`src/rtl/core/sla_pkg.sv`:
```
// shared types and constants of the stripe layout allocator
// no dependencies; used by sla_ctrl, sla_datapath and the top level
`timescale 1ns / 1ps

package sla_pkg;

  // defaults for the top-level parameters
  localparam int MAX_TARGETS_DEF = 16;
  localparam int BYTE_BITS_DEF   = 48;

  // fixed field widths
  localparam int FUNC_W   = 2;
  localparam int STATUS_W = 3;
  localparam int NUM_W    = 4;
  localparam int TAG_W    = 16;

  // most result words one request may give, and a counter that holds it
  localparam int MAX_RESULTS = 16;
  localparam int RES_W       = 5;

  // quotient bits resolved per divider cycle
  localparam int DIV_STEPS = 4;

  // function codes
  localparam logic [FUNC_W-1:0] FUNC_CLEAR  = 2'd0;
  localparam logic [FUNC_W-1:0] FUNC_APPEND = 2'd1;
  localparam logic [FUNC_W-1:0] FUNC_REQ    = 2'd2;

  // result status codes
  localparam logic [STATUS_W-1:0] ST_STRIPE = 3'd0;
  localparam logic [STATUS_W-1:0] ST_EMPTY  = 3'd1;
  localparam logic [STATUS_W-1:0] ST_NOSIZE = 3'd2;
  localparam logic [STATUS_W-1:0] ST_NOFREE = 3'd3;
  localparam logic [STATUS_W-1:0] ST_FULL   = 3'd4;

  // controller to datapath
  typedef struct packed {
    logic                accept;
    logic                clear;
    logic                append;
    logic                load_req;
    logic                div_step;
    logic                rd;
    logic                adv;
    logic                take;
    logic                push_final;
    logic                push_stat;
    logic [STATUS_W-1:0] code;
  } cmd_t;

  // datapath to controller
  typedef struct packed {
    logic full;
    logic size_zero;
    logic elig_zero;
    logic div_done;
    logic walk_end;
    logic hit;
    logic slots_done;
    logic pend_valid;
    logic out_free;
  } sts_t;

endpackage

```
`src/rtl/core/stripe_layout_allocator_unit.sv`:
```
// stripe layout allocator: input word channel, result word channel
// instantiates sla_ctrl and sla_datapath; depends on sla_pkg
`timescale 1ns / 1ps

// usage
//   input words (in_valid/in_ready) carry func: clear the target table, append one
//   target (online flag, capacity, used bytes), or request a layout of file_size
//   result words (out_valid/out_ready) carry one stripe each, or a single status word;
//   the final word of a request has last set, tag_out echoes request_tag
// timing
//   one word is worked on at a time; in_ready is high only while the block is idle
//   clear and append give no result (append to a full table
//   gives one status word)
//   a layout request is accepted, divided in the divider, then walks the table entry
//   by entry (table read, then compare) until its slots are filled or the walk runs
//   off the end of the table, and then releases the final word
// reset
//   the table empties (entry and eligible counts clear), the output register drops
//   valid; table contents are not cleared and need no clearing pass
// backpressure
//   one stripe is held ahead of the output register so last can be set on it;
//   when out_ready stays low the walk pauses at the next found stripe, and the
//   block returns to idle as soon as the final word sits in the output register
module stripe_layout_allocator_unit #(
  parameter int MAX_TARGETS = sla_pkg::MAX_TARGETS_DEF,
  parameter int BYTE_BITS   = sla_pkg::BYTE_BITS_DEF
) (
  input  logic                          clk,
  input  logic                          rst,
  // input word channel
  input  logic                          in_valid,
  output logic                          in_ready,
  input  logic [sla_pkg::FUNC_W-1:0]    func,
  input  logic                          target_online,
  input  logic [BYTE_BITS-1:0]          target_capacity,
  input  logic [BYTE_BITS-1:0]          target_used,
  input  logic [BYTE_BITS-1:0]          file_size,
  input  logic [sla_pkg::TAG_W-1:0]     request_tag,
  // result word channel
  output logic                          out_valid,
  input  logic                          out_ready,
  output logic [sla_pkg::STATUS_W-1:0]  status,
  output logic [sla_pkg::NUM_W-1:0]     stripe_number,
  output logic [BYTE_BITS-1:0]          stripe_offset,
  output logic [BYTE_BITS-1:0]          stripe_length,
  output logic [sla_pkg::NUM_W-1:0]     target_index,
  output logic [sla_pkg::TAG_W-1:0]     tag_out,
  output logic                          last
);

  // commands from the sequencer, status back from the datapath
  sla_pkg::cmd_t cmd;
  sla_pkg::sts_t sts;

  // sequencer: accept, divide, walk, release
  sla_ctrl u_ctrl (
    .clk      (clk),
    .rst      (rst),
    .in_valid (in_valid),
    .in_ready (in_ready),
    .func     (func),
    .sts      (sts),
    .cmd      (cmd)
  );

  // table memory, divider, walker and output register
  sla_datapath #(
    .MAX_TARGETS (MAX_TARGETS),
    .BYTE_BITS   (BYTE_BITS)
  ) u_datapath (
    .clk             (clk),
    .rst             (rst),
    .cmd             (cmd),
    .sts             (sts),
    .target_online   (target_online),
    .target_capacity (target_capacity),
    .target_used     (target_used),
    .file_size       (file_size),
    .request_tag     (request_tag),
    .out_valid       (out_valid),
    .out_ready       (out_ready),
    .status          (status),
    .stripe_number   (stripe_number),
    .stripe_offset   (stripe_offset),
    .stripe_length   (stripe_length),
    .target_index    (target_index),
    .tag_out         (tag_out),
    .last            (last)
  );

endmodule

```
`src/rtl/core/sla_ctrl.sv`:
```
// control state machine of the stripe layout allocator
// depends on sla_pkg (cmd_t, sts_t, function and status codes)
`timescale 1ns / 1ps

module sla_ctrl (
  input  logic                      clk,
  input  logic                      rst,
  input  logic                      in_valid,
  output logic                      in_ready,
  input  logic [sla_pkg::FUNC_W-1:0] func,
  input  sla_pkg::sts_t             sts,
  output sla_pkg::cmd_t             cmd
);

  typedef enum logic [5:0] {
    S_IDLE = 6'b000001,
    S_DIV  = 6'b000010,
    S_RD   = 6'b000100,
    S_EV   = 6'b001000,
    S_FIN  = 6'b010000,
    S_STAT = 6'b100000
  } state_t;

  state_t                        state, state_next;
  logic [sla_pkg::STATUS_W-1:0]  code, code_next;

  always_ff @(posedge clk) begin
    if (rst) begin
      state <= S_IDLE;
    end else begin
      state <= state_next;
    end
    code <= code_next;
  end

  always_comb begin
    state_next = state;
    code_next  = code;
    cmd        = '0;
    cmd.code   = code;
    in_ready   = (state == S_IDLE);
    unique case (state)
      S_IDLE: begin
        if (in_valid) begin
          cmd.accept = 1'b1;
          unique case (func)
            sla_pkg::FUNC_CLEAR: begin
              cmd.clear = 1'b1;
            end
            sla_pkg::FUNC_APPEND: begin
              if (sts.full) begin
                code_next  = sla_pkg::ST_FULL;
                state_next = S_STAT;
              end else begin
                cmd.append = 1'b1;
              end
            end
            sla_pkg::FUNC_REQ: begin
              cmd.load_req = 1'b1;
              priority if (sts.size_zero) begin
                code_next  = sla_pkg::ST_NOSIZE;
                state_next = S_STAT;
              end else if (sts.elig_zero) begin
                code_next  = sla_pkg::ST_NOFREE;
                state_next = S_STAT;
              end else begin
                state_next = S_DIV;
              end
            end
            default: begin
            end
          endcase
        end
      end
      S_DIV: begin
        cmd.div_step = 1'b1;
        if (sts.div_done) begin
          state_next = S_RD;
        end
      end
      S_RD: begin
        if (sts.walk_end) begin
          state_next = S_FIN;
        end else begin
          cmd.rd     = 1'b1;
          state_next = S_EV;
        end
      end
      S_EV: begin
        if (sts.hit) begin
          // a held stripe must leave before the new one replaces it
          if (!sts.pend_valid || sts.out_free) begin
            cmd.take   = 1'b1;
            state_next = sts.slots_done ? S_FIN : S_RD;
          end
        end else begin
          cmd.adv    = 1'b1;
          state_next = S_RD;
        end
      end
      S_FIN: begin
        if (sts.out_free) begin
          cmd.push_final = 1'b1;
          state_next     = S_IDLE;
        end
      end
      S_STAT: begin
        if (sts.out_free) begin
          cmd.push_stat = 1'b1;
          state_next    = S_IDLE;
        end
      end
      default: begin
        state_next = S_IDLE;
      end
    endcase
  end

endmodule

```
`src/rtl/core/sla_datapath.sv`:
```
// target table, divider, stripe walker and output register
// depends on sla_pkg (cmd_t, sts_t, widths, status codes)
`timescale 1ns / 1ps

module sla_datapath #(
  parameter int MAX_TARGETS = sla_pkg::MAX_TARGETS_DEF,
  parameter int BYTE_BITS   = sla_pkg::BYTE_BITS_DEF
) (
  input  logic                          clk,
  input  logic                          rst,
  input  sla_pkg::cmd_t                 cmd,
  output sla_pkg::sts_t                 sts,
  input  logic                          target_online,
  input  logic [BYTE_BITS-1:0]          target_capacity,
  input  logic [BYTE_BITS-1:0]          target_used,
  input  logic [BYTE_BITS-1:0]          file_size,
  input  logic [sla_pkg::TAG_W-1:0]     request_tag,
  output logic                          out_valid,
  input  logic                          out_ready,
  output logic [sla_pkg::STATUS_W-1:0]  status,
  output logic [sla_pkg::NUM_W-1:0]     stripe_number,
  output logic [BYTE_BITS-1:0]          stripe_offset,
  output logic [BYTE_BITS-1:0]          stripe_length,
  output logic [sla_pkg::NUM_W-1:0]     target_index,
  output logic [sla_pkg::TAG_W-1:0]     tag_out,
  output logic                          last
);

  localparam int SW     = $clog2(MAX_TARGETS + 1);
  localparam int IW     = (MAX_TARGETS > 1) ? $clog2(MAX_TARGETS) : 1;
  localparam int RES_W  = sla_pkg::RES_W;
  localparam int CW     = (SW > RES_W) ? SW : RES_W;
  localparam int STEPS  = sla_pkg::DIV_STEPS;
  localparam int ITERS  = (BYTE_BITS + STEPS - 1) / STEPS;
  localparam int DIV_W  = ITERS * STEPS;
  localparam int DCW    = $clog2(ITERS);

  typedef struct packed {
    logic [sla_pkg::NUM_W-1:0] num;
    logic [BYTE_BITS-1:0]      off;
    logic [BYTE_BITS-1:0]      len;
    logic [sla_pkg::NUM_W-1:0] idx;
  } stripe_t;

  // table: free bytes of each target, worked out when it is appended
  logic [BYTE_BITS-1:0] free_mem [MAX_TARGETS];
  logic [BYTE_BITS-1:0] rdata;
  logic [SW-1:0]        entry_count;
  logic [SW-1:0]        elig_count;

  logic [BYTE_BITS:0]   diff_in;
  logic [BYTE_BITS-1:0] free_in;

  // request and divider state
  logic [sla_pkg::TAG_W-1:0] tag_q;
  logic [SW-1:0]             slots_q;
  logic [RES_W-1:0]          cap_q;
  logic [DIV_W-1:0]          quo;
  logic [SW-1:0]             rem_q;
  logic [DCW-1:0]            div_cnt;
  logic [DIV_W-1:0]          quo_next;
  logic [SW-1:0]             rem_next;
  logic [SW-1:0]             slots_in;
  logic [CW-1:0]             slots_w;
  logic [RES_W-1:0]          cap_in;

  // walk state
  logic [SW-1:0]        cnt;
  logic [RES_W-1:0]     emitted;
  logic [BYTE_BITS-1:0] offset;
  logic [BYTE_BITS-1:0] base;
  logic [BYTE_BITS-1:0] extent;
  logic                 plus_one;
  stripe_t              pend;
  logic                 pend_valid;

  logic                 out_load;
  logic                 out_free;

  // free space of the word being appended: zero when offline or overbooked
  assign diff_in = {1'b0, target_capacity} - {1'b0, target_used};
  assign free_in = (target_online && !diff_in[BYTE_BITS]) ? diff_in[BYTE_BITS-1:0] : '0;

  always_ff @(posedge clk) begin
    if (cmd.append) begin
      free_mem[entry_count[IW-1:0]] <= free_in;
    end
    if (cmd.rd) begin
      rdata <= free_mem[cnt[IW-1:0]];
    end
  end

  always_ff @(posedge clk) begin
    if (rst) begin
      entry_count <= '0;
      elig_count  <= '0;
    end else if (cmd.clear) begin
      entry_count <= '0;
      elig_count  <= '0;
    end else if (cmd.append) begin
      entry_count <= entry_count + SW'(1);
      elig_count  <= elig_count + SW'(free_in != '0);
    end
  end

  // slot count and its cap on result words
  assign slots_in = (file_size < BYTE_BITS'(elig_count)) ? SW'(file_size) : elig_count;
  assign slots_w  = CW'(slots_in);
  assign cap_in   = (slots_w > CW'(sla_pkg::MAX_RESULTS)) ? RES_W'(sla_pkg::MAX_RESULTS)
                                                            : RES_W'(slots_w);

  // restoring division, a few narrow steps per cycle
  always_comb begin
    logic [SW:0] t;
    logic        qb;
    quo_next = quo;
    rem_next = rem_q;
    for (int k = 0; k < STEPS; k++) begin
      t = {rem_next, quo_next[DIV_W-1]};
      qb = (t >= {1'b0, slots_q});
      rem_next = qb ? SW'(t - {1'b0, slots_q}) : t[SW-1:0];
      quo_next = {quo_next[DIV_W-2:0], qb};
    end
  end

  always_ff @(posedge clk) begin
    if (cmd.accept) begin
      tag_q <= request_tag;
    end
    if (cmd.load_req) begin
      slots_q <= slots_in;
      cap_q   <= cap_in;
      quo     <= DIV_W'(file_size);
      rem_q   <= '0;
      div_cnt <= '0;
    end else if (cmd.div_step) begin
      quo     <= quo_next;
      rem_q   <= rem_next;
      div_cnt <= div_cnt + DCW'(1);
    end
  end

  // stripe walk
  assign base     = quo[BYTE_BITS-1:0];
  assign plus_one = (CW'(emitted) < CW'(rem_q));
  assign extent   = base + BYTE_BITS'(plus_one);

  always_ff @(posedge clk) begin
    if (rst) begin
      pend_valid <= 1'b0;
    end else if (cmd.load_req) begin
      pend_valid <= 1'b0;
    end else if (cmd.take) begin
      pend_valid <= 1'b1;
    end
    if (cmd.load_req) begin
      cnt     <= '0;
      emitted <= '0;
      offset  <= '0;
    end else if (cmd.take) begin
      cnt      <= cnt + SW'(1);
      emitted  <= emitted + RES_W'(1);
      offset   <= offset + extent;
      pend.num <= sla_pkg::NUM_W'(emitted);
      pend.off <= offset;
      pend.len <= extent;
      pend.idx <= sla_pkg::NUM_W'(cnt);
    end else if (cmd.adv) begin
      cnt <= cnt + SW'(1);
    end
  end

  // output register
  assign out_free = !out_valid || out_ready;
  assign out_load = (cmd.take && pend_valid) || cmd.push_final || cmd.push_stat;

  always_ff @(posedge clk) begin
    if (rst) begin
      out_valid <= 1'b0;
    end else if (out_load) begin
      out_valid <= 1'b1;
    end else if (out_ready) begin
      out_valid <= 1'b0;
    end
    if (out_load) begin
      tag_out <= tag_q;
      if (cmd.push_stat || (cmd.push_final && !pend_valid)) begin
        status        <= cmd.push_stat ? cmd.code : sla_pkg::ST_EMPTY;
        stripe_number <= '0;
        stripe_offset <= '0;
        stripe_length <= '0;
        target_index  <= '0;
        last          <= 1'b1;
      end else begin
        status        <= sla_pkg::ST_STRIPE;
        stripe_number <= pend.num;
        stripe_offset <= pend.off;
        stripe_length <= pend.len;
        target_index  <= pend.idx;
        last          <= cmd.push_final;
      end
    end
  end

  assign sts.full       = (entry_count == SW'(MAX_TARGETS));
  assign sts.size_zero  = (file_size == '0);
  assign sts.elig_zero  = (elig_count == '0);
  assign sts.div_done   = (div_cnt == DCW'(ITERS - 1));
  assign sts.walk_end   = (cnt == entry_count);
  assign sts.hit        = (rdata >= extent);
  assign sts.slots_done = (RES_W'(emitted + RES_W'(1)) >= cap_q);
  assign sts.pend_valid = pend_valid;
  assign sts.out_free   = out_free;

  // a held stripe is only pushed into a free output register
  assert property (@(posedge clk) disable iff (rst)
    (cmd.take && pend_valid) |-> out_free)
    else $error("stripe pushed over a waiting result");

  // eligible targets are a subset of the table, which holds at most MAX_TARGETS
  assert property (@(posedge clk) disable iff (rst)
    (elig_count <= entry_count) && (entry_count <= SW'(MAX_TARGETS)))
    else $error("table counters out of range");

  // every stripe carries at least one byte
  assert property (@(posedge clk) disable iff (rst)
    (out_valid && status == sla_pkg::ST_STRIPE) |-> (stripe_length != '0))
    else $error("empty stripe emitted");

  // a request never emits more stripes than its cap
  assert property (@(posedge clk) disable iff (rst)
    cmd.take |-> (emitted < cap_q))
    else $error("stripe count exceeds slot cap");

endmodule
```
`config.mk`:
```
export PLATFORM = sky130hd
export DESIGN_NAME = stripe_layout_allocator_unit
export DESIGN_NICKNAME = d
export VERILOG_FILES = /design/src/rtl/core/sla_pkg.sv /design/src/rtl/core/stripe_layout_allocator_unit.sv /design/src/rtl/core/sla_ctrl.sv /design/src/rtl/core/sla_datapath.sv
export SDC_FILE = /design/constraint.sdc
export NUM_CORES = 2
export LEC_CHECK = 0
export BUFFER_PORTS_ARGS = -buffer_cell sky130_fd_sc_hd__buf_2
export CAP_MARGIN = 20
export CORE_ASPECT_RATIO = 1.25
export CORE_MARGIN = 2
export CORE_UTILIZATION = 55
export CTS_CLUSTER_DIAMETER = 200
export DETAILED_ROUTE_END_ITERATION = 7
export PLACE_DENSITY = 0.86
export SETUP_SLACK_MARGIN = 0.05
export SLEW_MARGIN = 20
export SYNTH_ARGS = -nofsm -noshare
export SYNTH_HDL_FRONTEND = slang
export SYNTH_HIERARCHICAL = 1
export SYNTH_SLANG_ARGS = --single-unit
```
`constraint.sdc`:
```
create_clock -name clk -period 8.3 [get_ports clk]
set_input_delay 1.245 -clock clk [delete_from_list [all_inputs] [get_ports clk]]
set_output_delay 1.245 -clock clk [all_outputs]
set_load 0.03 [all_outputs]
```
==> results.py <==
metrics = {
    "sta": {
        "setup_viol": 0,
        "rsz0062_at_grt": "false",
        "fin_crit_ns": 7.70,
        "hold_ws_ns": 0.418,
        "hold_viol": 0,
        "finalClockSkew_ns": 0.0443,
        "worstMarginPinSlew_ns": 1.13,
        "slew_violations": 0,
        "period_share_pct": 92.8,
        "tns_ns": 0,
        "relSlewSlack_pct": 24.7,
        "fmax_mhz": 130,
    },
    "critical_path": {
        "end_kind": "register",
        "start_kind": "register",
        "cpMaxStageDelayCell": "nor3_1",
        "cp_common_cell": "ha_1",
        "r2r_cells": 30,
        "cpPeakStageDelay_ns": 0.50,
        "crit_required_ns": 8.60,
        "rr_startpoint": "u_datapath/emitted[2]",
        "critPathMaxFanout": 124,
        "worstSetupPathType": "reg2reg",
        "arrival_ns": 8.00,
        "crit_start": "u_datapath/emitted[2]",
    },
    "floorplanning": {
        "start_util_pct": 55.3,
        "num_rows": 128,
        "die_area_sq_um": 100000,
        "core_sq_um": 97100,
        "die_x_um": 283,
        "die_height_um": 353,
        "ios": 293,
    },
    "drt": {
        "dr.pass1.iters": 7,
        "wl_um": 138000,
        "antenna_left": 0,
        "post_drt_wl_per_cell_um": 27.0,
        "viasPerCell": 6.26,
        "vias": 32000,
        "initialDrtViolationCount": 3653,
        "route.detailed.drc": 0,
    },
    "status": {
        "outcome": "finished, final reports clean",
    },
    "yosys": {
        "ys.flop_type": "edfxtp_1",
        "synth_edf_count": 1121,
        "ys_seq_area_share_pct": 65.9,
        "syn_inst": 3396,
        "synth-seq-cells": 1206,
        "synth_warnings": 6,
        "synth_nets": 3756,
        "avgSynthCellArea_sq_um": 15.8,
        "synth_area_sq_um": 53700,
        "synth.distinct_cells": 94,
        "async_reset_ff_share_pct": 0,
    },
    "global_routing": {
        "gr-usage-all-layers_pct": 27.4,
        "grt_antenna_before_repair": 6,
        "grt_first_pass_wirelength_um": 205000,
        "grt_start_max_net_pins": 131,
        "grt_pass1_vias": 32300,
        "grt_remaining_overflow": 0,
    },
    "flow_run": {
        "cap_violations": 0,
    },
    "clocking": {
        "cts_tree": "done",
        "cts_buffer_depth": 3,
        "cts_buffers": 107,
        "cts_max_level": 3,
        "path_clk_slew_ns": 0.06,
        "cts_root_buf": "clkbuf_16",
        "clock-sinks": 1206,
        "clk_latency_ns": 0.71,
        "cts_setup_buffers": 0,
    },
    "hold_path": {
        "holdPathStages": 0,
        "min_path_type": "reg2reg",
        "holdCritStartpoint": "u_datapath/tag_q[8]",
    },
    "final_layout": {
        "fill_cells": 6765,
        "syn2layout_area_growth_pct": 12.5,
        "nets": 4077,
        "fin_area_sq_um": 60400,
        "drive_gt1_share_pct": 22.4,
        "final_cells": 5111,
    },
    "power_and_ir_drop": {
        "vdd_drop_max_mv": 0.203,
        "leakagePower_nw": 21.7,
        "p_total_mw": 12.6,
        "pwr_density_cell_nw_per_um2": 209,
    },
    "placed_design": {
        "numPortBuffers": 292,
        "place_area_sq_um": 56700,
        "place_inst": 4908,
        "gp_congestion": 0.924,
        "hpwl_um": 85400,
    },
}
## state kept, by name, summed over array words and instances (netlist names), 6 cells and up
signal,flops
u_datapath/tag_q,16
u_datapath/offset,48
u_datapath/base,48
u_datapath/free_mem,768
u_datapath/pend,104
u_datapath/stripe_offset,48
u_datapath/tag_out,16
u_datapath/rdata,48
u_ctrl/state,6
u_datapath/stripe_length,48
## cells in the final DEF (no fill, tap or decap), drive strengths merged, types with 80 or more instances in the layout
cell type and n:
buf 334, and2 127, edfxtp 1121, inv 179, xnor2 80, nand2 103
mux4 240, dfxtp 85, o21ai 97, clkbuf 130, a21oi 150, ha 187
nor2 211
## per-layer routing
layer / GRT usage [%] / wire (um) / vias up
li1: - / - / 13800
met1: 33.5 / 48900 / 15800
met2: 48.5 / 71200 / 1916
met3: 3.80 / 11100 / 426
met4: 12.4 / 6730 / 6
met5: 0 / 38 / -
## worst max-delay path, delay by kind of cell, from the launching register on
family	cells	cell delay (ns)
simple gates	12	2.96
compound gates	8	1.53
fa+ha+maj	4	0.97
buf+inv	5	0.79
flops	1	0.49
xor+xnor	1	0.34
## synth_stat cells (4+ instances only)
| cell type | instances | area share, % |
|---|---|---|
| a211o_1 | 4 | 0.065 |
| a211oi_1 | 22 | 0.31 |
| a21boi_0 | 4 | 0.056 |
| a21o_1 | 75 | 1.0 |
| a21oi_1 | 147 | 1.4 |
| a221oi_1 | 4 | 0.065 |
| a31oi_1 | 18 | 0.21 |
| and2_1 | 127 | 1.5 |
| and3_1 | 38 | 0.44 |
| and4_1 | 13 | 0.21 |
| buf_1 | 28 | 0.20 |
| clkbuf_1 | 86 | 0.60 |
| dfxtp_1 | 85 | 3.2 |
| edfxtp_1 | 1121 | 63 |
| fa_1 | 6 | 0.22 |
| ha_1 | 187 | 4.4 |
| inv_1 | 170 | 1.2 |
| mux2_2 | 53 | 1.1 |
| mux2i_1 | 39 | 0.73 |
| mux4_2 | 240 | 10 |
| nand2_1 | 103 | 0.72 |
| nand2b_1 | 22 | 0.26 |
| nand3_1 | 49 | 0.46 |
| nand4_1 | 44 | 0.51 |
| nand4b_1 | 4 | 0.065 |
| nor2_1 | 211 | 1.5 |
| nor2b_1 | 30 | 0.35 |
| nor3_1 | 33 | 0.31 |
| nor3b_1 | 8 | 0.11 |
| nor4_1 | 18 | 0.21 |
| o2111ai_1 | 5 | 0.082 |
| o211a_1 | 5 | 0.093 |
| o211ai_1 | 14 | 0.20 |
| o21a_1 | 13 | 0.18 |
| o21ai_0 | 88 | 0.82 |
| o21ai_1 | 9 | 0.084 |
| o21bai_1 | 13 | 0.18 |
| o221ai_1 | 4 | 0.065 |
| o311ai_0 | 5 | 0.082 |
| o31ai_1 | 6 | 0.084 |
| or2_2 | 6 | 0.070 |
| or3_1 | 9 | 0.10 |
| or4_1 | 5 | 0.070 |
| xnor2_1 | 80 | 1.3 |
| xor2_1 | 71 | 1.2 |
## cells by family after synthesis
kind of cell | Yosys count | synth area share, %
xor+xnor | 151 | 2.46
fa+ha+maj | 193 | 4.58
flops | 1206 | 65.9
simple gates | 745 | 7.34
mux | 332 | 11.9
buf+inv | 296 | 2.13
compound gates | 473 | 5.69
## per-stage QoR
stage / utilization, % / worst slack (ns)
after floorplan: - / 0.251
after global placement: 58.5 / 0.808
after detailed placement: 58.5 / 0.556
after CTS: 62.2 / 0.569
after global routing: 62.2 / 0.132
final: 62.2 / 0.600
## layout make-up
type	count	area (sq um)	area share, %
Multi-Input combinational cell	1894	17300	28.6
Inverter	174	658	1.09
Clock inverter	72	813	1.35
Sequential cell	1206	35400	58.6
Timing Repair Buffer	334	1830	3.03
Tap cell	1300	1630	2.69
Antenna cell	1	2.50	0.00414
Clock buffer	130	2830	4.68
## where the power goes
part / total, mW / internal [mW] / switching [mW]
Combinational: 0.763 / 0.254 / 0.509
Clock: 5.13 / 2.86 / 2.27
Sequential: 6.71 / 6.69 / 0.0215
## path summary, 6_finish.rpt
path	endpoint	slack (ns)
setup / recovery	u_datapath/stripe_length[14]	0.60
hold / removal	u_datapath/tag_out[8]	0.42
setup reg to reg	u_datapath/stripe_length[14]	0.60
hold reg to reg	u_datapath/tag_out[8]	0.42
## timing repair
| action | 4_1_cts | 5_1_grt |
|---|---|---|
| resized for setup | 0 | 2 |
| hold endpoints to repair | 0 | 0 |
| endpoints found under the setup margin | 0 | 115 |
| hold buffers | 0 | 0 |
(Power assumes the default switching activity.)
